[src/rtl/assert_macros.svh]
// Assertion macros for the RTL of the sorted timeout queue.
// Depends on nothing; the including module must provide clk and rst.
`ifndef ASSERT_MACROS_SVH
`define ASSERT_MACROS_SVH

// Checked at every clock edge once reset is released.
`define STQ_ASSERT(lbl, prop, msg) \
  lbl: assert property (@(posedge clk) disable iff (rst) (prop)) else $error(msg);

// Checked at every clock edge, reset included.
`define STQ_ASSERT_ALWAYS(lbl, prop, msg) \
  lbl: assert property (@(posedge clk) (prop)) else $error(msg);

`endif

[src/rtl/stq_pkg.sv]
// Package of the sorted timeout queue: sizes, command codes and result kinds.
// Depends on nothing.
package stq_pkg;

  localparam int DEPTH = 16;
  localparam int IDX_W = $clog2(DEPTH);
  localparam int CNT_W = $clog2(DEPTH + 1);

  localparam logic [1:0] CMD_SET    = 2'd0;
  localparam logic [1:0] CMD_CANCEL = 2'd1;
  localparam logic [1:0] CMD_TICK   = 2'd2;

  localparam logic [1:0] KIND_CREATED = 2'd0;
  localparam logic [1:0] KIND_FIRED   = 2'd1;
  localparam logic [1:0] KIND_FULL    = 2'd2;
  localparam logic [1:0] KIND_DONE    = 2'd3;

endpackage

[src/rtl/sorted_timeout_queue.sv]
// Sorted timeout queue: deadline-ordered timer list with lazy cancel.
// Depends on stq_pkg and assert_macros.svh.
//
//   channel  dir  tdata                                         tuser    tlast
//   s_*      in   current_time[31:0] delay_ms[55:32] handle[59:56] command  -
//   m_*      out  handle_out[3:0]                               kind     last
//
// Set: accept, free-slot search over up to DEPTH slots, insertion scan comparing queued
// entries in order until a later deadline or the list end, insert, result. Cancel and
// a set on a full store go from accept to result. Tick: accept, drop each cancelled
// head, fire each expired head, then the done word (one read port, one comparator).
// Reset is synchronous; it clears the flags and the entry count, not the store.
// Every result word waits in the output register while m_tready is low.
module sorted_timeout_queue
  import stq_pkg::*;
(
  input  logic        clk,
  input  logic        rst,
  input  logic        s_tvalid,
  output logic        s_tready,
  input  logic [63:0] s_tdata,   // current_time, delay_ms, handle, zero pad
  input  logic [1:0]  s_tuser,   // command
  output logic        m_tvalid,
  input  logic        m_tready,
  output logic [7:0]  m_tdata,   // handle_out, zero pad
  output logic [1:0]  m_tuser,   // kind
  output logic        m_tlast
);

  `include "assert_macros.svh"

  localparam logic [2:0] ST_IDLE     = 3'd0;
  localparam logic [2:0] ST_SLOT     = 3'd1;
  localparam logic [2:0] ST_SCAN     = 3'd2;
  localparam logic [2:0] ST_SCAN_CMP = 3'd3;
  localparam logic [2:0] ST_INSERT   = 3'd4;
  localparam logic [2:0] ST_TICK     = 3'd5;
  localparam logic [2:0] ST_TICK_CMP = 3'd6;
  localparam logic [2:0] ST_EMIT     = 3'd7;

  logic [2:0]       state;
  logic [DEPTH-1:0] live;
  logic [DEPTH-1:0] active;
  logic [CNT_W-1:0] entry_count;
  logic [IDX_W-1:0] order [DEPTH];
  logic [31:0]      deadline_mem [DEPTH];

  logic [31:0]      now;
  logic [31:0]      deadline;
  logic [IDX_W-1:0] slot;
  logic [CNT_W-1:0] pos;
  logic [31:0]      rd_data;
  logic [1:0]       res_kind;
  logic [IDX_W-1:0] res_handle;
  logic             res_last;

  logic [32:0]      sum;
  logic [31:0]      sat_deadline;
  logic [3:0]       in_handle;
  logic [IDX_W-1:0] head;
  logic [IDX_W-1:0] rd_addr;
  logic [31:0]      cmp_a;
  logic [31:0]      cmp_b;
  logic             cmp_le;
  logic             out_free;

  assign s_tready  = (state == ST_IDLE);
  assign out_free  = !m_tvalid || m_tready;
  assign in_handle = s_tdata[59:56];
  assign head      = order[0];

  assign sum          = {1'b0, s_tdata[31:0]} + {9'd0, s_tdata[55:32]};
  assign sat_deadline = sum[32] ? 32'hFFFF_FFFF : sum[31:0];

  assign rd_addr = (state == ST_TICK) ? head : order[pos[IDX_W-1:0]];

  // One comparator serves the insertion scan and the expiry test.
  always_comb begin
    if (state == ST_TICK_CMP) begin
      cmp_a = now;
      cmp_b = rd_data;
    end else begin
      cmp_a = rd_data;
      cmp_b = deadline;
    end
  end
  assign cmp_le = (cmp_a <= cmp_b);

  always_ff @(posedge clk) begin
    if (state == ST_INSERT) begin
      deadline_mem[slot] <= deadline;
    end
    rd_data <= deadline_mem[rd_addr];
  end

  always_ff @(posedge clk) begin
    if (rst) begin
      state       <= ST_IDLE;
      m_tvalid    <= 1'b0;
      live        <= '0;
      active      <= '0;
      entry_count <= '0;
    end else begin
      if (m_tvalid && m_tready && state != ST_EMIT) begin
        m_tvalid <= 1'b0;
      end
      case (state)
        ST_IDLE: begin
          if (s_tvalid) begin
            now      <= s_tdata[31:0];
            deadline <= sat_deadline;
            slot     <= '0;
            pos      <= '0;
            case (s_tuser)
              CMD_SET: begin
                if (entry_count == CNT_W'(DEPTH)) begin
                  res_kind   <= KIND_FULL;
                  res_handle <= '0;
                  res_last   <= 1'b1;
                  state      <= ST_EMIT;
                end else begin
                  state <= ST_SLOT;
                end
              end
              CMD_CANCEL: begin
                if (32'(in_handle) < DEPTH && live[IDX_W'(in_handle)]) begin
                  active[IDX_W'(in_handle)] <= 1'b0;
                end
                res_kind   <= KIND_DONE;
                res_handle <= '0;
                res_last   <= 1'b1;
                state      <= ST_EMIT;
              end
              CMD_TICK: begin
                state <= ST_TICK;
              end
              default: begin
                state <= ST_IDLE;
              end
            endcase
          end
        end
        ST_SLOT: begin
          if (live[slot]) begin
            slot <= slot + 1'b1;
          end else begin
            state <= ST_SCAN;
          end
        end
        ST_SCAN: begin
          if (pos == entry_count) begin
            state <= ST_INSERT;
          end else begin
            state <= ST_SCAN_CMP;
          end
        end
        ST_SCAN_CMP: begin
          if (cmp_le) begin
            pos   <= pos + 1'b1;
            state <= ST_SCAN;
          end else begin
            state <= ST_INSERT;
          end
        end
        ST_INSERT: begin
          for (int i = 0; i < DEPTH; i++) begin
            if (CNT_W'(i) == pos) begin
              order[i] <= slot;
            end else if (i > 0 && CNT_W'(i) > pos) begin
              order[i] <= order[(i > 0) ? i - 1 : 0];
            end
          end
          entry_count  <= entry_count + 1'b1;
          live[slot]   <= 1'b1;
          active[slot] <= 1'b1;
          res_kind     <= KIND_CREATED;
          res_handle   <= slot;
          res_last     <= 1'b1;
          state        <= ST_EMIT;
        end
        ST_TICK: begin
          if (entry_count == '0) begin
            res_kind   <= KIND_DONE;
            res_handle <= '0;
            res_last   <= 1'b1;
            state      <= ST_EMIT;
          end else if (!active[head]) begin
            live[head] <= 1'b0;
            for (int i = 0; i < DEPTH - 1; i++) begin
              order[i] <= order[i + 1];
            end
            entry_count <= entry_count - 1'b1;
          end else begin
            state <= ST_TICK_CMP;
          end
        end
        ST_TICK_CMP: begin
          if (!cmp_le) begin
            live[head]   <= 1'b0;
            active[head] <= 1'b0;
            for (int i = 0; i < DEPTH - 1; i++) begin
              order[i] <= order[i + 1];
            end
            entry_count <= entry_count - 1'b1;
            res_kind    <= KIND_FIRED;
            res_handle  <= head;
            res_last    <= 1'b0;
          end else begin
            res_kind   <= KIND_DONE;
            res_handle <= '0;
            res_last   <= 1'b1;
          end
          state <= ST_EMIT;
        end
        ST_EMIT: begin
          if (out_free) begin
            m_tvalid <= 1'b1;
            m_tuser  <= res_kind;
            m_tdata  <= {4'd0, 4'(res_handle)};
            m_tlast  <= res_last;
            state    <= res_last ? ST_IDLE : ST_TICK;
          end
        end
        default: begin
          state <= ST_IDLE;
        end
      endcase
    end
  end

  `STQ_ASSERT(a_count_le_depth, entry_count <= CNT_W'(DEPTH),
              "entry count exceeds the store depth")
  `STQ_ASSERT(a_count_matches_live, $countones(live) == int'(entry_count),
              "queued entry count differs from the number of live slots")
  `STQ_ASSERT(a_insert_free_slot, state == ST_INSERT |-> !live[slot],
              "insertion targets a slot that is already live")
  `STQ_ASSERT(a_scan_in_range, state == ST_SCAN_CMP |-> pos < entry_count,
              "insertion scan compares beyond the queued entries")
  `STQ_ASSERT(a_expiry_on_active_head,
              state == ST_TICK_CMP |-> (entry_count != '0 && active[head]),
              "expiry test on an empty queue or an inactive head")

endmodule
[config.mk]
export PLATFORM = sky130hd
export DESIGN_NAME = sorted_timeout_queue
export DESIGN_NICKNAME = d
export VERILOG_FILES = /design/src/rtl/stq_pkg.sv /design/src/rtl/sorted_timeout_queue.sv
export VERILOG_INCLUDE_DIRS = /design/src /design/src/rtl
export SDC_FILE = /design/constraint.sdc
export NUM_CORES = 1
export LEC_CHECK = 0
export BUFFER_PORTS_ARGS = -buffer_cell sky130_fd_sc_hd__buf_2
export CORE_UTILIZATION = 57
export CTS_CLUSTER_SIZE = 20
export DETAILED_ROUTE_END_ITERATION = 6
export GPL_TIMING_DRIVEN = 0
export PLACE_DENSITY = 0.86
export SLEW_MARGIN = 20
export SYNTH_ARGS = -nofsm -noshare
export SYNTH_HDL_FRONTEND = slang
export SYNTH_SLANG_ARGS = --single-unit
[constraint.sdc]
create_clock -name clk -period 4.41 [get_ports clk]
set_clock_uncertainty 0.1 [all_clocks]
set_input_delay 0.6615 -clock clk [delete_from_list [all_inputs] [get_ports clk]]
set_output_delay 0.6615 -clock clk [all_outputs]
set_load 0.005 [all_outputs]
==> qor.yml <==
status: "finished, violations left"
violations: "DRC, setup timing"
clk_pin_slew_ns: 0.07
synth_compound_area_frac: 0.0773
drt_first_iter_violations: 3660
vias: 24300
routedWlPerCell_um: 26.0
drcViolationCount: 1
synth_top_area_share: 0.596
reg2reg_from: "state[2]$_SDFFE_PP0P_"
ant_nets: 0
htreeDepth: 3
crit_path_max_fanout: 10
core_region_area_um2: 57800
num_rows: 88
synth-adder-area-share: 0.0271
numCtsBuffers: 75
synth_area_leaders: "edfxtp_1 (60%), nand2_1 (5.7%), dfxtp_1 (4.6%)"
p_per_area_nw_per_um2: 699
die_area_um2: 59600
drt_wl_total_um: 95700
power.leakage_nw: 13.9
postSynthAreaPerCell_um2: 12.6
gp_congestion: 0.968
yosysTopAreaCell: "edfxtp_1"
rsz0062_at_grt: "true"
holdPathEnd: "now[21]$_DFFE_PP_"
nFillCells: 3783
min_path_type: "input port to register"
root_buffer: "clkbuf_16"
finalCritPeriodShare: 1.02
portBuffers: 73
synth_top_family_by_area: "simple AND/OR/NAND/NOR gates"
ys_seq_area_frac: 0.642
r2r_cells: 19
cp.arrival_ns: 4.71
ys_ff_latch: 740
layout_commonest_cell: "edfxtp_1"
cp-start-kind: "register"
cts_hold_buf: 0
grt_max_degree: 35
initial_core_util: 0.578
synth_edf_count: 663
drv_cap: 0
cp.required_ns: 4.62
die-width_um: 244
num-nets-final: 2994
dpl.hpwl_um: 61500
die_h_um: 244
ys_warn_count: 0
fmax_mhz: 223
first_pass_iters: 7
synthCells: 2651
ys_async_sr_fraction: 0
relSlewSlack: 0.263
grt_pass1_wl_um: 142000
min_period_ns: 4.49
power_w: 0.0267
finalSetupViolCount: 15
worst_slack_ns: -0.0802
finalHoldViolations: 0
end_kind: "register"
vias_per_cell: 6.60
synth.area.mux_share: 0.0818
r2r_end: "order[12][2]$_DFFE_PP_"
crit_type: "register to register"
peakVddDrop_mv: 0.508
grt_pass1_vias: 24000
overflow: 0
tightest_slew_ns: 1.10
synth_xor_area_frac: 0.00866
fin_util: 0.660
synth_area_um2: 33400
clockBufferDepth: 3
syn_to_final_growth_pct: 14.3
synth_flop_cell: "edfxtp_1"
num_antenna_cells: 0
hp-start: "s_tdata[21]"
drv_slew: 0
antenna_found_initial: 1
layout-drive-gt1-share: 0.169
reg2reg_slack_ns: -0.08
io_pins: 83
post_synth_and_or_nand_nor_area_fraction: 0.136
layout_common_cells: "edfxtp_1 (663), nand2_1 (501), nor2_1 (180)"
hold_depth: 1
track_usage: 0.316
synth_cell_types: 79
cts_tree: "built"
clock-sinks: 740
clk_latency_ns: 0.64
## cell type report
type,count,area (µm²),share of cell area
Multi-Input combinational cell,1731,11300,0.297
Clock inverter,37,307,0.00803
Timing Repair Buffer,124,1040,0.0272
Tap cell,765,957,0.0251
Inverter,25,96.3,0.00253
Sequential cell,740,21500,0.562
Buffer,156,917,0.0240
Clock buffer,103,2070,0.0543
## through the flow
stage | setup TNS, ns | hold slack, ns | area, µm² | std cells | worst slack, ns
6_report | -0.572 | 0.110 | 38200 | 3681 | -0.0802
5_1_grt | -3.81 | 0.107 | 38200 | 3681 | -0.152
4_1_cts | 0 | 0.0969 | 37900 | 3658 | 0.00260
3_5_place_dp | -330.35 | 0.310 | 35100 | 3506 | -2.33
3_3_place_gp | -316.84 | 0.308 | 34700 | 3492 | -2.15
2_1_floorplan | 0 | 0.300 | 33400 | 2654 | 0.00665
## worst max path at each step
| stage | start | to | slack (ns) | cells past startpoint |
|---|---|---|---|---|
| 4_1_cts | state[2]$_SDFFE_PP0P_ | order[12][0]$_DFFE_PP_ | 0.003 | 20 |
| 3_3_place_gp | state[0]$_SDFFE_PP0P_ | order[4][1]$_DFFE_PP_ | -2.15 | 17 |
| 2_1_floorplan | state[0]$_SDFFE_PP0P_ | order[6][0]$_DFFE_PP_ | 0.007 | 17 |
| 6_report | state[2]$_SDFFE_PP0P_ | order[12][2]$_DFFE_PP_ | -0.08 | 19 |
| 3_5_place_dp | state[0]$_SDFFE_PP0P_ | order[4][1]$_DFFE_PP_ | -2.33 | 17 |
| 5_1_grt | state[2]$_SDFFE_PP0P_ | order[12][0]$_DFFE_PP_ | -0.15 | 20 |
## flip-flops by register name (all words and copies together), names as in the netlist, named ones only
signal and count:
active 16, deadline 32, deadline_mem 512, entry_count 5, live 16, m_tdata 4, m_tlast 1, m_tuser 2
m_tvalid 1, now 32, order 64, pos 5, rd_data 32, res_handle 4, res_kind 2, res_last 1
slot 4, state 3
## routing by layer
| layer | share of wire | up-vias | track usage |
|---|---|---|---|
| li1 | - | 10200 | - |
| met1 | 0.36 | 11700 | 0.412 |
| met2 | 0.46 | 1911 | 0.493 |
| met3 | 0.13 | 405 | 0.0803 |
| met4 | 0.056 | 2 | 0.162 |
| met5 | 0.00014 | - | 0 |
## what timing repair did
item | CTS | global route
endpoints found under the setup margin | 174 | 155
resized for setup | 61 | 44
pin swaps | 9 | 16
cloned | 0 | 2
setup buffers | 14 | 23
## report_power, final
part | switching (W) | leakage (nW) | total [W] | internal [W]
Sequential | 0.000484 | 6.61 | 0.00891 | 0.00843
Clock | 0.00275 | 1.16 | 0.00620 | 0.00345
Combinational | 0.00726 | 6.13 | 0.0115 | 0.00428
## synth_stat cells (36+ instances only)
cell / n
edfxtp_1: 663
nand2_1: 507
nor2_1: 181
nand3_1: 157
mux2i_1: 139
o21ai_0: 82
dfxtp_1: 77
mux2_2: 70
ha_1: 69
clkbuf_1: 67
buf_2: 60
a21oi_1: 46
a31oi_1: 42
a211oi_1: 36
## critical path, cell delays in order, from the launching register on
cell and delay [ns]:
dfxtp_2 0.34, buf_6 0.11, nor2b_4 0.23, nand2_8 0.15
buf_12 0.19, buf_12 0.15, mux2i_1 0.13, ha_1 0.35
nand4_1 0.22, or3_4 0.47, a21o_1 0.22, o2111ai_2 0.12
o21ai_4 0.08, buf_12 0.16, nor2_4 0.18, inv_4 0.07
a21oi_4 0.27, buf_6 0.17, buf_8 0.12, a311o_1 0.27
## kinds of logic (layout without fill, tap and decap cells)
group,Yosys count,in the layout
muxes,234,234
other,1,4
adders and majority gates,71,71
and+or+nand+nor,1013,1014
buffers and inverters,184,445
DFF,740,740
xor gates and xnor gates,33,33
AOI/OAI and AO/OA,375,375
Note: power is estimated with default switching activity, not from simulation.
